[src/hdl/assert_macros.svh]
// Assertion macros shared by the RTL of the peak finder.
// Each macro expects a clock named clk and an active-low reset named arst_n in scope.
`ifndef ASSERT_MACROS_SVH
`define ASSERT_MACROS_SVH

// Same-cycle implication, disabled while reset is asserted.
`define GLPF_ASSERT_IMP(lbl, ante, cons, msg) \
	lbl: assert property (@(posedge clk) disable iff (!arst_n) (ante) |-> (cons)) \
		else $error(msg);

// Next-cycle implication, disabled while reset is asserted.
`define GLPF_ASSERT_NXT(lbl, ante, cons, msg) \
	lbl: assert property (@(posedge clk) disable iff (!arst_n) (ante) |=> (cons)) \
		else $error(msg);

`endif

[src/hdl/glpf_pkg.sv]
`default_nettype none

package glpf_pkg;

	// Field widths of the result request.
	localparam int ROW_BITS = 10;
	localparam int COL_BITS = 6;

	// Configuration register widths and reset values.
	localparam int GC_BITS = 7;
	localparam int GR_BITS = 10;
	localparam logic [GC_BITS-1:0] GRID_COLUMNS_RESET = 7'd64;
	localparam logic [GR_BITS-1:0] GRID_ROWS_RESET    = 10'd2;

	// Register port geometry.
	localparam int PADDR_BITS = 3;
	localparam int PDATA_BITS = 32;

	// Register indexes, taken from address bit 2.
	localparam logic [0:0] REG_GRID_COLUMNS = 1'b0;
	localparam logic [0:0] REG_GRID_ROWS    = 1'b1;

	// Pending results of one pixel, delivered from the lowest bit upwards.
	typedef struct packed {
		logic fin;    // final pixel of the frame judges itself
		logic left;   // last-row pixel one column to the left
		logic above;  // pixel of the row above
	} res_mask_t;

endpackage

`default_nettype wire

[src/hdl/glpf_line_buf.sv]
`default_nettype none

module glpf_line_buf #(
	parameter int DEPTH = 64,
	parameter int WIDTH = 16,
	parameter int AW    = 6
) (
	input  wire logic             clk,
	input  wire logic             rd_en,
	input  wire logic [AW-1:0]    rd_addr,
	input  wire logic [AW-1:0]    rd_addr_next,
	output logic      [WIDTH-1:0] prev_cur,
	output logic      [WIDTH-1:0] prev_next,
	output logic      [WIDTH-1:0] older_cur,
	input  wire logic             wr_en,
	input  wire logic [AW-1:0]    wr_addr,
	input  wire logic [WIDTH-1:0] wr_prev,
	input  wire logic [WIDTH-1:0] wr_older
);

	logic [WIDTH-1:0] prev_mem  [DEPTH];
	logic [WIDTH-1:0] older_mem [DEPTH];

	always_ff @(posedge clk) begin
		if (wr_en) begin
			prev_mem[wr_addr]  <= wr_prev;
			older_mem[wr_addr] <= wr_older;
		end
	end

	// A read that meets a write to the same entry in the same cycle sees the new data.
	always_ff @(posedge clk) begin
		if (rd_en) begin
			prev_cur  <= (wr_en && wr_addr == rd_addr) ? wr_prev : prev_mem[rd_addr];
			prev_next <= (wr_en && wr_addr == rd_addr_next) ? wr_prev : prev_mem[rd_addr_next];
			older_cur <= (wr_en && wr_addr == rd_addr) ? wr_older : older_mem[rd_addr];
		end
	end

endmodule

`default_nettype wire

[src/hdl/grid_local_peak_finder_unit.sv]
`default_nettype none
`include "assert_macros.svh"

// Streaming 4-neighbour local-maximum finder. Pixels arrive in raster order on the pixel
// request channel and the unit reports the row and column of every pixel that is greater than
// or equal to each of its neighbours inside the grid, with border and corner pixels compared
// only against the neighbours that exist. The unit takes one pixel per clock unless held
// off: a pixel is registered together with the line-store reads of its column, the
// comparisons are made in the following cycle, and the result requests are then presented
// from an output register. A pixel decides the pixel directly above it; on the last row it
// also decides its left neighbour, and the final pixel of the frame decides itself, so a
// pixel yields between zero and three result requests. Results leave one at a time, so the
// input is held off only while a pixel with more than one result is still being drained
// (only on the last row of the frame) or while the sink stalls. The first result of a pixel
// appears when it moves from stage 1 into the output register. Results come in raster order,
// except that the last two rows interleave; last_of_run marks the final result of each pixel.
// The two line stores are single-write memories read on every accepted pixel, need no
// clearing after reset, and the row and column counters wrap to zero after the final pixel.
// grid_columns and grid_rows are written through the register port at byte addresses 0 and 4
// and must only be changed while the unit is idle; values below two act as two and a column
// count above MAX_COLS acts as MAX_COLS.
module grid_local_peak_finder_unit #(
	parameter int MAX_COLS   = 64,
	parameter int PIXEL_BITS = 16
) (
	input  wire logic                                  clk,
	input  wire logic                                  arst_n,
	// Register port
	input  wire logic                                  psel,
	input  wire logic                                  penable,
	input  wire logic                                  pwrite,
	input  wire logic [glpf_pkg::PADDR_BITS-1:0]       paddr,
	input  wire logic [glpf_pkg::PDATA_BITS-1:0]       pwdata,
	output logic      [glpf_pkg::PDATA_BITS-1:0]       prdata,
	output logic                                       pready,
	// Pixel requests
	input  wire logic                                  pixel_valid,
	output logic                                       pixel_ready,
	input  wire logic signed [PIXEL_BITS-1:0]          pixel_value,
	// Peak requests
	output logic                                       peak_valid,
	input  wire logic                                  peak_ready,
	output logic      [glpf_pkg::ROW_BITS-1:0]         peak_row,
	output logic      [glpf_pkg::COL_BITS-1:0]         peak_col,
	output logic                                       last_of_run
);

	import glpf_pkg::*;

	// Column index width, width able to hold MAX_COLS itself, and a compare width that also
	// holds the raw column register.
	localparam int CIDX  = (MAX_COLS > 1) ? $clog2(MAX_COLS) : 1;
	localparam int CNT_W = $clog2(MAX_COLS + 1);
	localparam int CMP_W = (CNT_W > GC_BITS) ? CNT_W : GC_BITS;
	localparam int RW    = GR_BITS + 1;

	// ---------------------------------------------------------------------------------------
	// Configuration registers
	// ---------------------------------------------------------------------------------------
	logic [GC_BITS-1:0] grid_columns_q;
	logic [GR_BITS-1:0] grid_rows_q;
	logic               cfg_wr;

	assign pready = 1'b1;
	assign cfg_wr = psel && penable && pwrite;

	always_ff @(posedge clk or negedge arst_n) begin
		if (!arst_n) begin
			grid_columns_q <= GRID_COLUMNS_RESET;
			grid_rows_q    <= GRID_ROWS_RESET;
		end else if (cfg_wr) begin
			unique case (paddr[2])
				REG_GRID_COLUMNS: grid_columns_q <= pwdata[GC_BITS-1:0];
				REG_GRID_ROWS:    grid_rows_q    <= pwdata[GR_BITS-1:0];
				default: ;
			endcase
		end
	end

	always_comb begin
		unique case (paddr[2])
			REG_GRID_COLUMNS: prdata = PDATA_BITS'(grid_columns_q);
			REG_GRID_ROWS:    prdata = PDATA_BITS'(grid_rows_q);
			default:          prdata = '0;
		endcase
	end

	// Effective grid size after clamping.
	logic [CMP_W-1:0] gc_ext;
	logic [CMP_W-1:0] cols_eff;
	logic [RW-1:0]    gr_ext;
	logic [RW-1:0]    rows_eff;

	assign gc_ext   = CMP_W'(grid_columns_q);
	assign cols_eff = (gc_ext < CMP_W'(2)) ? CMP_W'(2) :
		(gc_ext > CMP_W'(MAX_COLS)) ? CMP_W'(MAX_COLS) : gc_ext;
	assign gr_ext   = RW'(grid_rows_q);
	assign rows_eff = (gr_ext < RW'(2)) ? RW'(2) : gr_ext;

	// ---------------------------------------------------------------------------------------
	// Position counters, advanced on every accepted pixel
	// ---------------------------------------------------------------------------------------
	logic [ROW_BITS-1:0] row_q;
	logic [CIDX-1:0]     col_q;
	logic                acc;
	logic                lastc_in;
	logic                lastr_in;
	logic [CIDX-1:0]     col_next_addr;

	assign acc      = pixel_valid && pixel_ready;
	assign lastc_in = (CMP_W'(col_q) + CMP_W'(1)) >= cols_eff;
	assign lastr_in = (RW'(row_q) + RW'(1)) >= rows_eff;

	// The right-hand read is only used when the column is not the last one; it is kept
	// inside the store at the top column.
	assign col_next_addr = (CNT_W'(col_q) == CNT_W'(MAX_COLS - 1)) ? '0 : col_q + CIDX'(1);

	always_ff @(posedge clk or negedge arst_n) begin
		if (!arst_n) begin
			row_q <= '0;
			col_q <= '0;
		end else if (acc) begin
			if (lastc_in) begin
				col_q <= '0;
				row_q <= lastr_in ? '0 : row_q + ROW_BITS'(1);
			end else begin
				col_q <= col_q + CIDX'(1);
			end
		end
	end

	// ---------------------------------------------------------------------------------------
	// Stage 1: the accepted pixel and the line-store reads of its column
	// ---------------------------------------------------------------------------------------
	logic                         s1_valid_q;
	logic                         s1_adv;
	logic signed [PIXEL_BITS-1:0] v_s1;
	logic [ROW_BITS-1:0]          r_s1;
	logic [CIDX-1:0]              c_s1;
	logic                         lastc_s1;
	logic                         lastr_s1;
	logic signed [PIXEL_BITS-1:0] up_s1;      // row above, same column
	logic signed [PIXEL_BITS-1:0] upright_s1; // row above, next column
	logic signed [PIXEL_BITS-1:0] up2_s1;     // two rows above, same column

	// Horizontal neighbours held across pixels.
	logic signed [PIXEL_BITS-1:0] upleft_q;   // row above, previous column
	logic signed [PIXEL_BITS-1:0] left_q;     // current row, previous column
	logic signed [PIXEL_BITS-1:0] left2_q;    // current row, two columns back

	glpf_line_buf #(
		.DEPTH (MAX_COLS),
		.WIDTH (PIXEL_BITS),
		.AW    (CIDX)
	) u_line_buf (
		.clk          (clk),
		.rd_en        (acc),
		.rd_addr      (col_q),
		.rd_addr_next (col_next_addr),
		.prev_cur     (up_s1),
		.prev_next    (upright_s1),
		.older_cur    (up2_s1),
		.wr_en        (s1_adv),
		.wr_addr      (c_s1),
		.wr_prev      (v_s1),
		.wr_older     (up_s1)
	);

	assign pixel_ready = !s1_valid_q || s1_adv;

	always_ff @(posedge clk or negedge arst_n) begin
		if (!arst_n) begin
			s1_valid_q <= 1'b0;
		end else if (acc) begin
			s1_valid_q <= 1'b1;
		end else if (s1_adv) begin
			s1_valid_q <= 1'b0;
		end
	end

	always_ff @(posedge clk) begin
		if (acc) begin
			v_s1     <= pixel_value;
			r_s1     <= row_q;
			c_s1     <= col_q;
			lastc_s1 <= lastc_in;
			lastr_s1 <= lastr_in;
		end
	end

	always_ff @(posedge clk or negedge arst_n) begin
		if (!arst_n) begin
			left_q <= '0;
		end else if (s1_adv) begin
			left_q <= v_s1;
		end
	end

	always_ff @(posedge clk) begin
		if (s1_adv) begin
			upleft_q <= up_s1;
			left2_q  <= left_q;
		end
	end

	// Neighbour tests for the three candidates.
	res_mask_t hit;
	logic      c_ge1;
	logic      c_ge2;

	assign c_ge1 = (c_s1 != '0);
	assign c_ge2 = (CNT_W'(c_s1) >= CNT_W'(2));

	always_comb begin
		hit.above = (r_s1 != '0) && (up_s1 >= v_s1)
			&& ((r_s1 < ROW_BITS'(2)) || (up_s1 >= up2_s1))
			&& (!c_ge1 || (up_s1 >= upleft_q))
			&& (lastc_s1 || (up_s1 >= upright_s1));
		hit.left  = lastr_s1 && c_ge1 && (left_q >= v_s1) && (left_q >= upleft_q)
			&& (!c_ge2 || (left_q >= left2_q));
		hit.fin   = lastr_s1 && lastc_s1 && (v_s1 >= up_s1) && (!c_ge1 || (v_s1 >= left_q));
	end

	// ---------------------------------------------------------------------------------------
	// Stage 2: output register, draining, while the sink is ready, one result request per cycle
	// ---------------------------------------------------------------------------------------
	res_mask_t           mask_s2;
	res_mask_t           rest_s2;
	logic [ROW_BITS-1:0] r_s2;
	logic [CIDX-1:0]     c_s2;
	logic                pop;
	logic                s2_free;

	assign peak_valid = (mask_s2 != '0);
	assign pop        = peak_valid && peak_ready;
	assign rest_s2    = mask_s2 & (mask_s2 - 3'd1);
	assign s2_free    = !peak_valid || (pop && rest_s2 == '0);
	assign s1_adv     = s1_valid_q && s2_free;

	always_ff @(posedge clk or negedge arst_n) begin
		if (!arst_n) begin
			mask_s2 <= '0;
		end else if (s1_adv) begin
			mask_s2 <= hit;
		end else if (pop) begin
			mask_s2 <= rest_s2;
		end
	end

	always_ff @(posedge clk) begin
		if (s1_adv) begin
			r_s2 <= r_s1;
			c_s2 <= c_s1;
		end
	end

	// The lowest pending bit is the one on show: row above first, then the last row.
	logic sel_left;

	assign sel_left    = !mask_s2.above && mask_s2.left;
	assign peak_row    = mask_s2.above ? r_s2 - ROW_BITS'(1) : r_s2;
	assign peak_col    = COL_BITS'(sel_left ? c_s2 - CIDX'(1) : c_s2);
	assign last_of_run = (rest_s2 == '0);

	// ---------------------------------------------------------------------------------------
	// Assertions
	// ---------------------------------------------------------------------------------------
	`GLPF_ASSERT_NXT(a_drain_continues, pop && $countones(mask_s2) > 1, peak_valid,
		"pending result dropped while draining")
	`GLPF_ASSERT_IMP(a_last_is_single, peak_valid && last_of_run, $onehot(mask_s2),
		"last_of_run raised with further results pending")
	`GLPF_ASSERT_IMP(a_col_in_range, 1'b1, CNT_W'(col_q) < CNT_W'(MAX_COLS),
		"column counter beyond the line store")
	`GLPF_ASSERT_NXT(a_row_end_wraps, acc && lastc_in, col_q == '0,
		"column counter did not wrap at the end of a row")

endmodule

`default_nettype wire
[config.mk]
export PLATFORM = sky130hd
export DESIGN_NAME = grid_local_peak_finder_unit
export DESIGN_NICKNAME = d
export VERILOG_FILES = /design/src/hdl/glpf_pkg.sv /design/src/hdl/glpf_line_buf.sv /design/src/hdl/grid_local_peak_finder_unit.sv
export VERILOG_INCLUDE_DIRS = /design/src /design/src/hdl
export SDC_FILE = /design/constraint.sdc
export NUM_CORES = 2
export LEC_CHECK = 0
export CORE_ASPECT_RATIO = 0.8
export CORE_MARGIN = 1.5
export CORE_UTILIZATION = 35
export CTS_BUF_LIST = sky130_fd_sc_hd__clkbuf_4
export DETAILED_ROUTE_END_ITERATION = 8
export DONT_BUFFER_PORTS = 1
export SYNTH_ARGS = -nofsm -noshare
export SYNTH_HDL_FRONTEND = slang
export SYNTH_SLANG_ARGS = --single-unit
export TNS_END_PERCENT = 20
[constraint.sdc]
create_clock -name clk -period 5.52 [get_ports clk]
set_input_delay 0.552 -clock clk [delete_from_list [all_inputs] [get_ports clk]]
set_output_delay 0.552 -clock clk [all_outputs]
set_load 0.01 [all_outputs]
# Word level (Yosys, flattened, before mapping)

Memories as Yosys holds them, arrays and structs flattened. A register that Yosys moved wholly into a read port is not among the register bits.
Index checks and enable logic that the tools add are counted.

Mux-type cells: 15
Eq/ne operators: 1
Bitwise gates (word level): 2
Magnitude comparators: 16
Reduce and logical (&&, ||, !) cells: 39
Add/subtract/negate cells: 7

Operators by type and width:

| kind                    | count |
|---|---|
| $ge A16 B16 Y1          | 9 |
| $pmux W32 S2            | 1 |
| $mux W10                | 3 |
| $lt A10 B2 Y1 const B   | 2 |
| $logic_and A1 B1 Y1     | 18 |
| $mux W6                 | 3 |
| $mux W7                 | 2 |
| $add A10 B1 Y11 const B | 1 |
| $ge A11 B10 Y1          | 1 |
| $add A10 B1 Y10 const B | 1 |
| $reduce_bool A10 Y1     | 1 |
| $sub A10 B1 Y10 const B | 1 |
| $add A6 B1 Y7 const B   | 1 |
| $ge A7 B7 Y1            | 1 |
| $gt A7 B7 Y1 const B    | 1 |
| $logic_or A1 B1 Y1      | 7 |
| $lt A7 B2 Y1 const B    | 1 |
| $add A6 B1 Y6 const B   | 1 |
| $eq A6 B6 Y1 const B    | 1 |
| $ge A6 B2 Y1 const B    | 1 |
| $mux W3                 | 2 |
| $reduce_and A2 Y1       | 3 |
| $reduce_bool A6 Y1      | 1 |
| $sub A6 B1 Y6 const B   | 1 |
| 8 further kinds         | 16 |

Input bits: 58
RAM bits: 2048
Logic and storage cells: 100
Output and inout port bits: 52
Bits in registers: 135
Memories kept: 2

Memory list:

| memory               | words | bits a word | rd ports | clocked after memory_dff | wr ports | RTL line            | RTL |
|---|---|---|---|---|---|---|---|
| u_line_buf.older_mem | 64    | 16          | 1        | 1                        | 1        | glpf_line_buf.sv:22 | `logic [WIDTH-1:0] older_mem [DEPTH];` |
| u_line_buf.prev_mem  | 64    | 16          | 2        | 2                        | 1        | glpf_line_buf.sv:21 | `logic [WIDTH-1:0] prev_mem [DEPTH];` |

# Longest topological paths before layout

Depth after elaboration: 9
Depth in mapped cells: 15
Gate-level depth less buffers: 14

# Hierarchy

A second synthesis with hierarchy kept.

Cell total of the unflattened synthesis: 5096
Area total of the unflattened synthesis: 97178.2 µm²

By module, submodules not included:

| module                      | sequential area each (µm²) | cells an instance | instances | area each (µm²) |
|---|---|---|---|---|
| glpf_line_buf               | 62940.4                    | 4249              | 1         | 88324.7 |
| grid_local_peak_finder_unit | 3791.1                     | 847               | 1         | 8853.5 |

# Worst setup path before layout

Ideal clock, no wire load.

Path type: register to register
Start: register mask_s2[1] in the netlist's numbering
End: memory u_line_buf.older_mem[25][0] (enable)
Library setup time: 0.421 ns
Slack: 1.870 ns
Clock period less this slack: 3.650 ns
Data arrival time: 3.229 ns
Cell stages (with the launch flop): 8
Required time: 5.099 ns
Cells stage by stage: dfrtp_1 > or3_1 > o21ai_0 > and2_1 > clkbuf_1 > clkbuf_1 > nand3_1 > nor2_1

Elaborated cells between the ends (all ways): 11
Classes of those cells: add/sub (1); mux (2); bitwise (1); reduce/logical (7)

RTL lines:

| item                              | RTL line                           | RTL |
|---|---|---|
| from (decl)                       | grid_local_peak_finder_unit.sv:227 | `res_mask_t mask_s2;` |
| from (signal assigned)            | grid_local_peak_finder_unit.sv:244 | `mask_s2 <= hit;` |
| from (signal assigned)            | grid_local_peak_finder_unit.sv:246 | `mask_s2 <= rest_s2;` |
| $reduce_bool A3 Y1 (*)            | grid_local_peak_finder_unit.sv:234 | `assign peak_valid = (mask_s2 != '0);` |
| net peak_valid                    | grid_local_peak_finder_unit.sv:41  | `output logic peak_valid,` |
| $logic_and A1 B1 Y1               | grid_local_peak_finder_unit.sv:235 | `assign pop = peak_valid && peak_ready;` |
| $logic_and A1 B1 Y1               | grid_local_peak_finder_unit.sv:237 | `assign s2_free = !peak_valid \|\| (pop && rest_s2 == '0);` |
| $logic_or A1 B1 Y1 (*)            | grid_local_peak_finder_unit.sv:237 |  |
| $logic_and A1 B1 Y1 (*)           | grid_local_peak_finder_unit.sv:238 | `assign s1_adv = s1_valid_q && s2_free;` |
| $mux W1 (*)                       | glpf_line_buf.sv:25                | `if (wr_en) begin` |
| $mux W1 (not written as such) (*) | glpf_line_buf.sv:27                | `older_mem[wr_addr] <= wr_older;` |
| to (decl)                         | glpf_line_buf.sv:22                |  |

The timed path passes the listed nets; every way through them passes the cells marked *.

# Worst setup path in the final report

Start: register col_q[0]
End: register u_line_buf.prev_next[14] (read register of u_line_buf.prev_mem) (data pin)

Cells in the longest elaborated chain, start to end: 2
Elaborated cells between the ends (all ways): 3
Classes of those cells: add/sub (1); eq/ne (1); mux (1)

RTL lines:

| item                                          | RTL line                           | RTL |
|---|---|---|
| from (decl)                                   | grid_local_peak_finder_unit.sv:104 | `logic [CIDX-1:0] col_q;` |
| from (signal assigned)                        | grid_local_peak_finder_unit.sv:127 | `col_q <= col_q + CIDX'(1);` |
| $add A6 B1 Y6 or $eq A6 B6 Y1 (tied branches) | grid_local_peak_finder_unit.sv:116 | `assign col_next_addr = (CNT_W'(col_q) == CNT_W'(MAX_COLS - 1)) ? '0 : col_q + CIDX'(1);` |
| $mux W6 (*)                                   | grid_local_peak_finder_unit.sv:116 |  |
| to (decl)                                     | glpf_line_buf.sv:13                | `output logic [WIDTH-1:0] prev_next,` |

Every way passes the cells marked *; elsewhere a longest branch is shown, timed or not.
A chain may end at the register's enable or synchronous reset.

==> summary.md <==
| Metric | Value |
|---|---|
| CTS buffer count | 561 |
| Delay-heaviest family, CP | compound AO/OA/AOI/OAI gates |
| Row Count | between 150 and 200 |
| Clk_lat worst skew | around 1.3 ns |
| CTS sink cnt | 2231 |
| Final cycle utilization of the critical path | 0.9410 |
| Logic pwr share | 0.409 |
| WP data required | between 6 and 7 ns |
| Pins Over Slew Limit | 0 |
| Initial antenna violation count | 26 |
| Initial DRC count | 9523 |
| PostCTS Resize Cnt | 0 |
| Met2 Wirelength | around 140 mm |
| Overflow after GRT | 0 |
| Clock power share | 0.231 |
| Via count | 60504 |
| Ys flop type | edfxtp_1 |
| Clock Tree Root | clkbuf_4 |
| Critical path fanouts, max | 26 |
| Largest net degree at the start of global routing | 130 |
| Unique masters post-synth | 85 |
| CP Class | flop to flop |
| Area contributors post-synth | edfxtp_1 (66%), mux4_2 (15%), ha_1 (1.7%) |
| Die area | roughly 280000 um2 |
| Buf/Inv on CP | 2 |
| Ratio of cells with drive above 1 in the final layout | 0.3047 |
| Sequential share of the synthesized area | 0.6784 |
| Setup violations, final | 0 |
| Setup Skew | between 0.1 and 0.15 ns |
| Pint | between 30 and 40 mW |
| Met1 Wirelength | around 130 mm |
| HP Class | input pin to flop |
| Static Leakage | between 30 and 40 nW |
| Mapped Avg Cell Area | roughly 18 um2 |
| Setup TNS | 0 ns |
| Number of global-route vias before repair | approximately 60000 |
| GRT Resource Usage Total | 0.2171 |
| Yosys reg bits | 2231 |
| Critical path's largest stage delay | ~1.1 ns |
| Max VDD drop | ~0.00067 V |
| Fin cells | between 10000 and 15000 |
| Dpl hpwl | about 180 mm |
| Layout area overhead | 13.87% |
| R2r setup slk | approximately 0.33 ns |
| Vias per cell | just under 6 |
| Worst-path clk slew | ~0.060 ns |
| CTS Hold Bufs | 70 |
| GP Congestion | roughly 0.89 |
| CP cell instances | ha_1 > buf_4 > nand3_1 > o21ai_4 > buf_4 > nand2_1 > a32o_1 > o31ai_1 > o211ai_1 > nand3_1 |
| Share of the synthesized area in the top cell type | 0.6649 |
| Hold path cells | 4 |
| Crit-path slowest cell | o31ai_1 |
| I/O pin count | 110 |
| Starting Density | 0.3531 |
| PortBufs | 0 |
| Syn Inst Count | roughly 5500 |
| Minimum clock period | just over 5 ns |
| Placed insts | 9129 |
| Pre-Repair DR Iteration Count | 6 |
| Status | finished, final reports clean |
| Place WS | between 0.6 and 0.7 ns |
| Worst reg2reg path depth | 10 |
| Synth Cell Area | a little under 100000 um2 |
| DRT Wirelength | between 300 and 400 mm |
| # Max-Cap Violations | 0 |
| Vert. Die Dim | approximately 480 um |
| Worst rel slew slack | 0.05444 |
| Sequential power share | 0.361 |
| Setup bufs post-CTS | 0 |
| TritonCTS clock tree | done |
| EDFF count, synth | ~2200 |
| First-pass GRT wire length | 443.1 mm |
| Slew @ Worst Pin | between 1 and 1.5 ns |
| WL/cell | between 30 and 40 um |
| Crit path depth | 10 |
| Crit. End Element | flop |
| Htree depth | 6 |
| Unrepaired setup endpoints after global routing | false |
| Final net count | roughly 6300 |
| Power Density | between 500 and 600 nW/um2 |
| Asr flop ratio synth | 0.02376 |
| Total power | between 60 and 70 mW |
| Sw Ratio | 0.3807 |
| Detailed-route DRC error count | 0 |
| Die W | 595.7 um |
| Remaining antenna violation count | 0 |
| Synth warn | 0 |
| Type of origin of the critical path | flop |
| Deepest clock path buffer count | 4 |
| Switch Pwr | between 20 and 25 mW |
| Final hold vios | 0 |
| Largest area contributor in the netlist | edfxtp_1 |
| Max Clk Rate | just under 0.2 GHz |
| Top sig layer | met5 |
| Routed wl met3 | 43.70 mm |
| WP data arrival | between 6 and 7 ns |
| Final worst slack | approximately 0.33 ns |
| Core box area | ~280000 um2 |
==> path summary, 6_finish.rpt <==
path / startpoint / end
setup / recovery: col_q[0]$_DFFE_PN0P_ / u_line_buf.prev_next[14]$_DFFE_PP_
hold / removal: peak_ready / mask_s2[1]$_DFFE_PN0P_
setup reg to reg: col_q[0]$_DFFE_PN0P_ / u_line_buf.prev_next[14]$_DFFE_PP_
hold reg to reg: r_s1[8]$_DFFE_PP_ / r_s2[8]$_DFFE_PP_
max in group asynchronous: arst_n / left_q[8]$_DFFE_PN0P_
min in group asynchronous: arst_n / grid_rows_q[1]$_DFFE_PN1P_
==> cell type report <==
type,instances,area (um2)
Clock inverter,166,1057
Multi-Input combinational cell,2817,29860
Tap cell,3675,4598
Inverter,133,514.2
Fill cell,24990,166600
Clock buffer,783,5878
Antenna cell,9,22.52
Sequential cell,2231,66750
Timing Repair Buffer,343,3323
==> power by group through the flow <==
stage / Sequential (mW) / Clock [mW] / Combinational (mW)
floorplan: 22.5 / 0 / 14.8
global placement: 22.2 / 0 / 24.0
detailed placement: 22.2 / 0 / 24.2
CTS: 21.9 / 14.2 / 24.3
global route: 21.9 / 15.1 / 26.1
finish: 21.9 / 14.0 / 24.8
==> cells in the mapped netlist (21+ instances only) <==
cell type	instances
o22ai_1	39
buf_1	45
nand2b_1	22
edfxtp_1	2178
mux2i_1	154
nor2_1	147
nand4_1	37
nor2b_1	49
buf_4	51
mux2_2	89
and3_1	21
inv_1	128
xnor2_1	22
ha_1	133
a211oi_1	62
nand2_1	436
o211ai_1	43
a31oi_1	62
a21o_1	34
a32oi_1	21
buf_2	155
a21oi_1	131
dfrtp_1	51
o221ai_1	45
nor3_1	36
mux4_2	675
clkbuf_1	122
o21ai_0	147
nand3_1	129
==> state kept, by name, indices dropped and copies added, names as in the netlist, 16 cells and up <==
name and cells:
left_q 16, u_line_buf.older_mem 1024, upleft_q 16, u_line_buf.older_cur 16, u_line_buf.prev_mem 1024, left2_q 16
v_s1 16, u_line_buf.prev_cur 16, u_line_buf.prev_next 16
==> cell families after synthesis <==
| kind of cell | after synthesis | synth area share |
|---|---|---|
| AOI/OAI and AO/OA | 759 | 0.05223 |
| xor gates and xnor gates | 38 | 0.003651 |
| adders and majority gates | 133 | 0.01692 |
| buffers and inverters | 517 | 0.02449 |
| DFF | 2231 | 0.6784 |
| muxes | 919 | 0.1805 |
| other | 2 | 0.00007635 |
| and+or+nand+nor | 945 | 0.04372 |
==> layer usage <==
layer  global-route usage  vias to the layer above
met5                    0                        -
li1                     -                    24198
met2               0.3120                     4163
met1               0.3049                    31473
met4              0.07160                       18
met3              0.07738                      652
==> worst min-delay path: stages <==
cell and delay [ns]:
dlygate4sd3_1 0.55, nand2b_1 0.12, nand2_1 0.10, o21ai_0 0.08
==> placed cells by master (no fill, tap or decap), types with 89 or more instances in the layout <==
cell	netlist	routed
clkbuf_4	0	783
nand2_1	436	435
inv_1	128	126
ha_1	133	133
mux2i_1	154	154
edfxtp_1	2178	2178
clkinv_1	1	121
a21oi_1	131	130
mux2_2	89	89
o21ai_0	147	147
nand3_1	129	129
mux4_2	675	675
buf_4	51	230
==> stage by stage <==
stage	area, um2	utilization	hold WS, ns
2_1_floorplan	98440	-	0.2564
3_3_place_gp	104300	0.3744	0.2621
3_5_place_dp	104300	0.3744	0.2624
4_1_cts	112000	0.4020	0.07246
5_1_grt	112000	0.4020	0.1876
6_report	112000	0.4021	0.2320
Note: power is estimated with default switching activity, not from simulation.
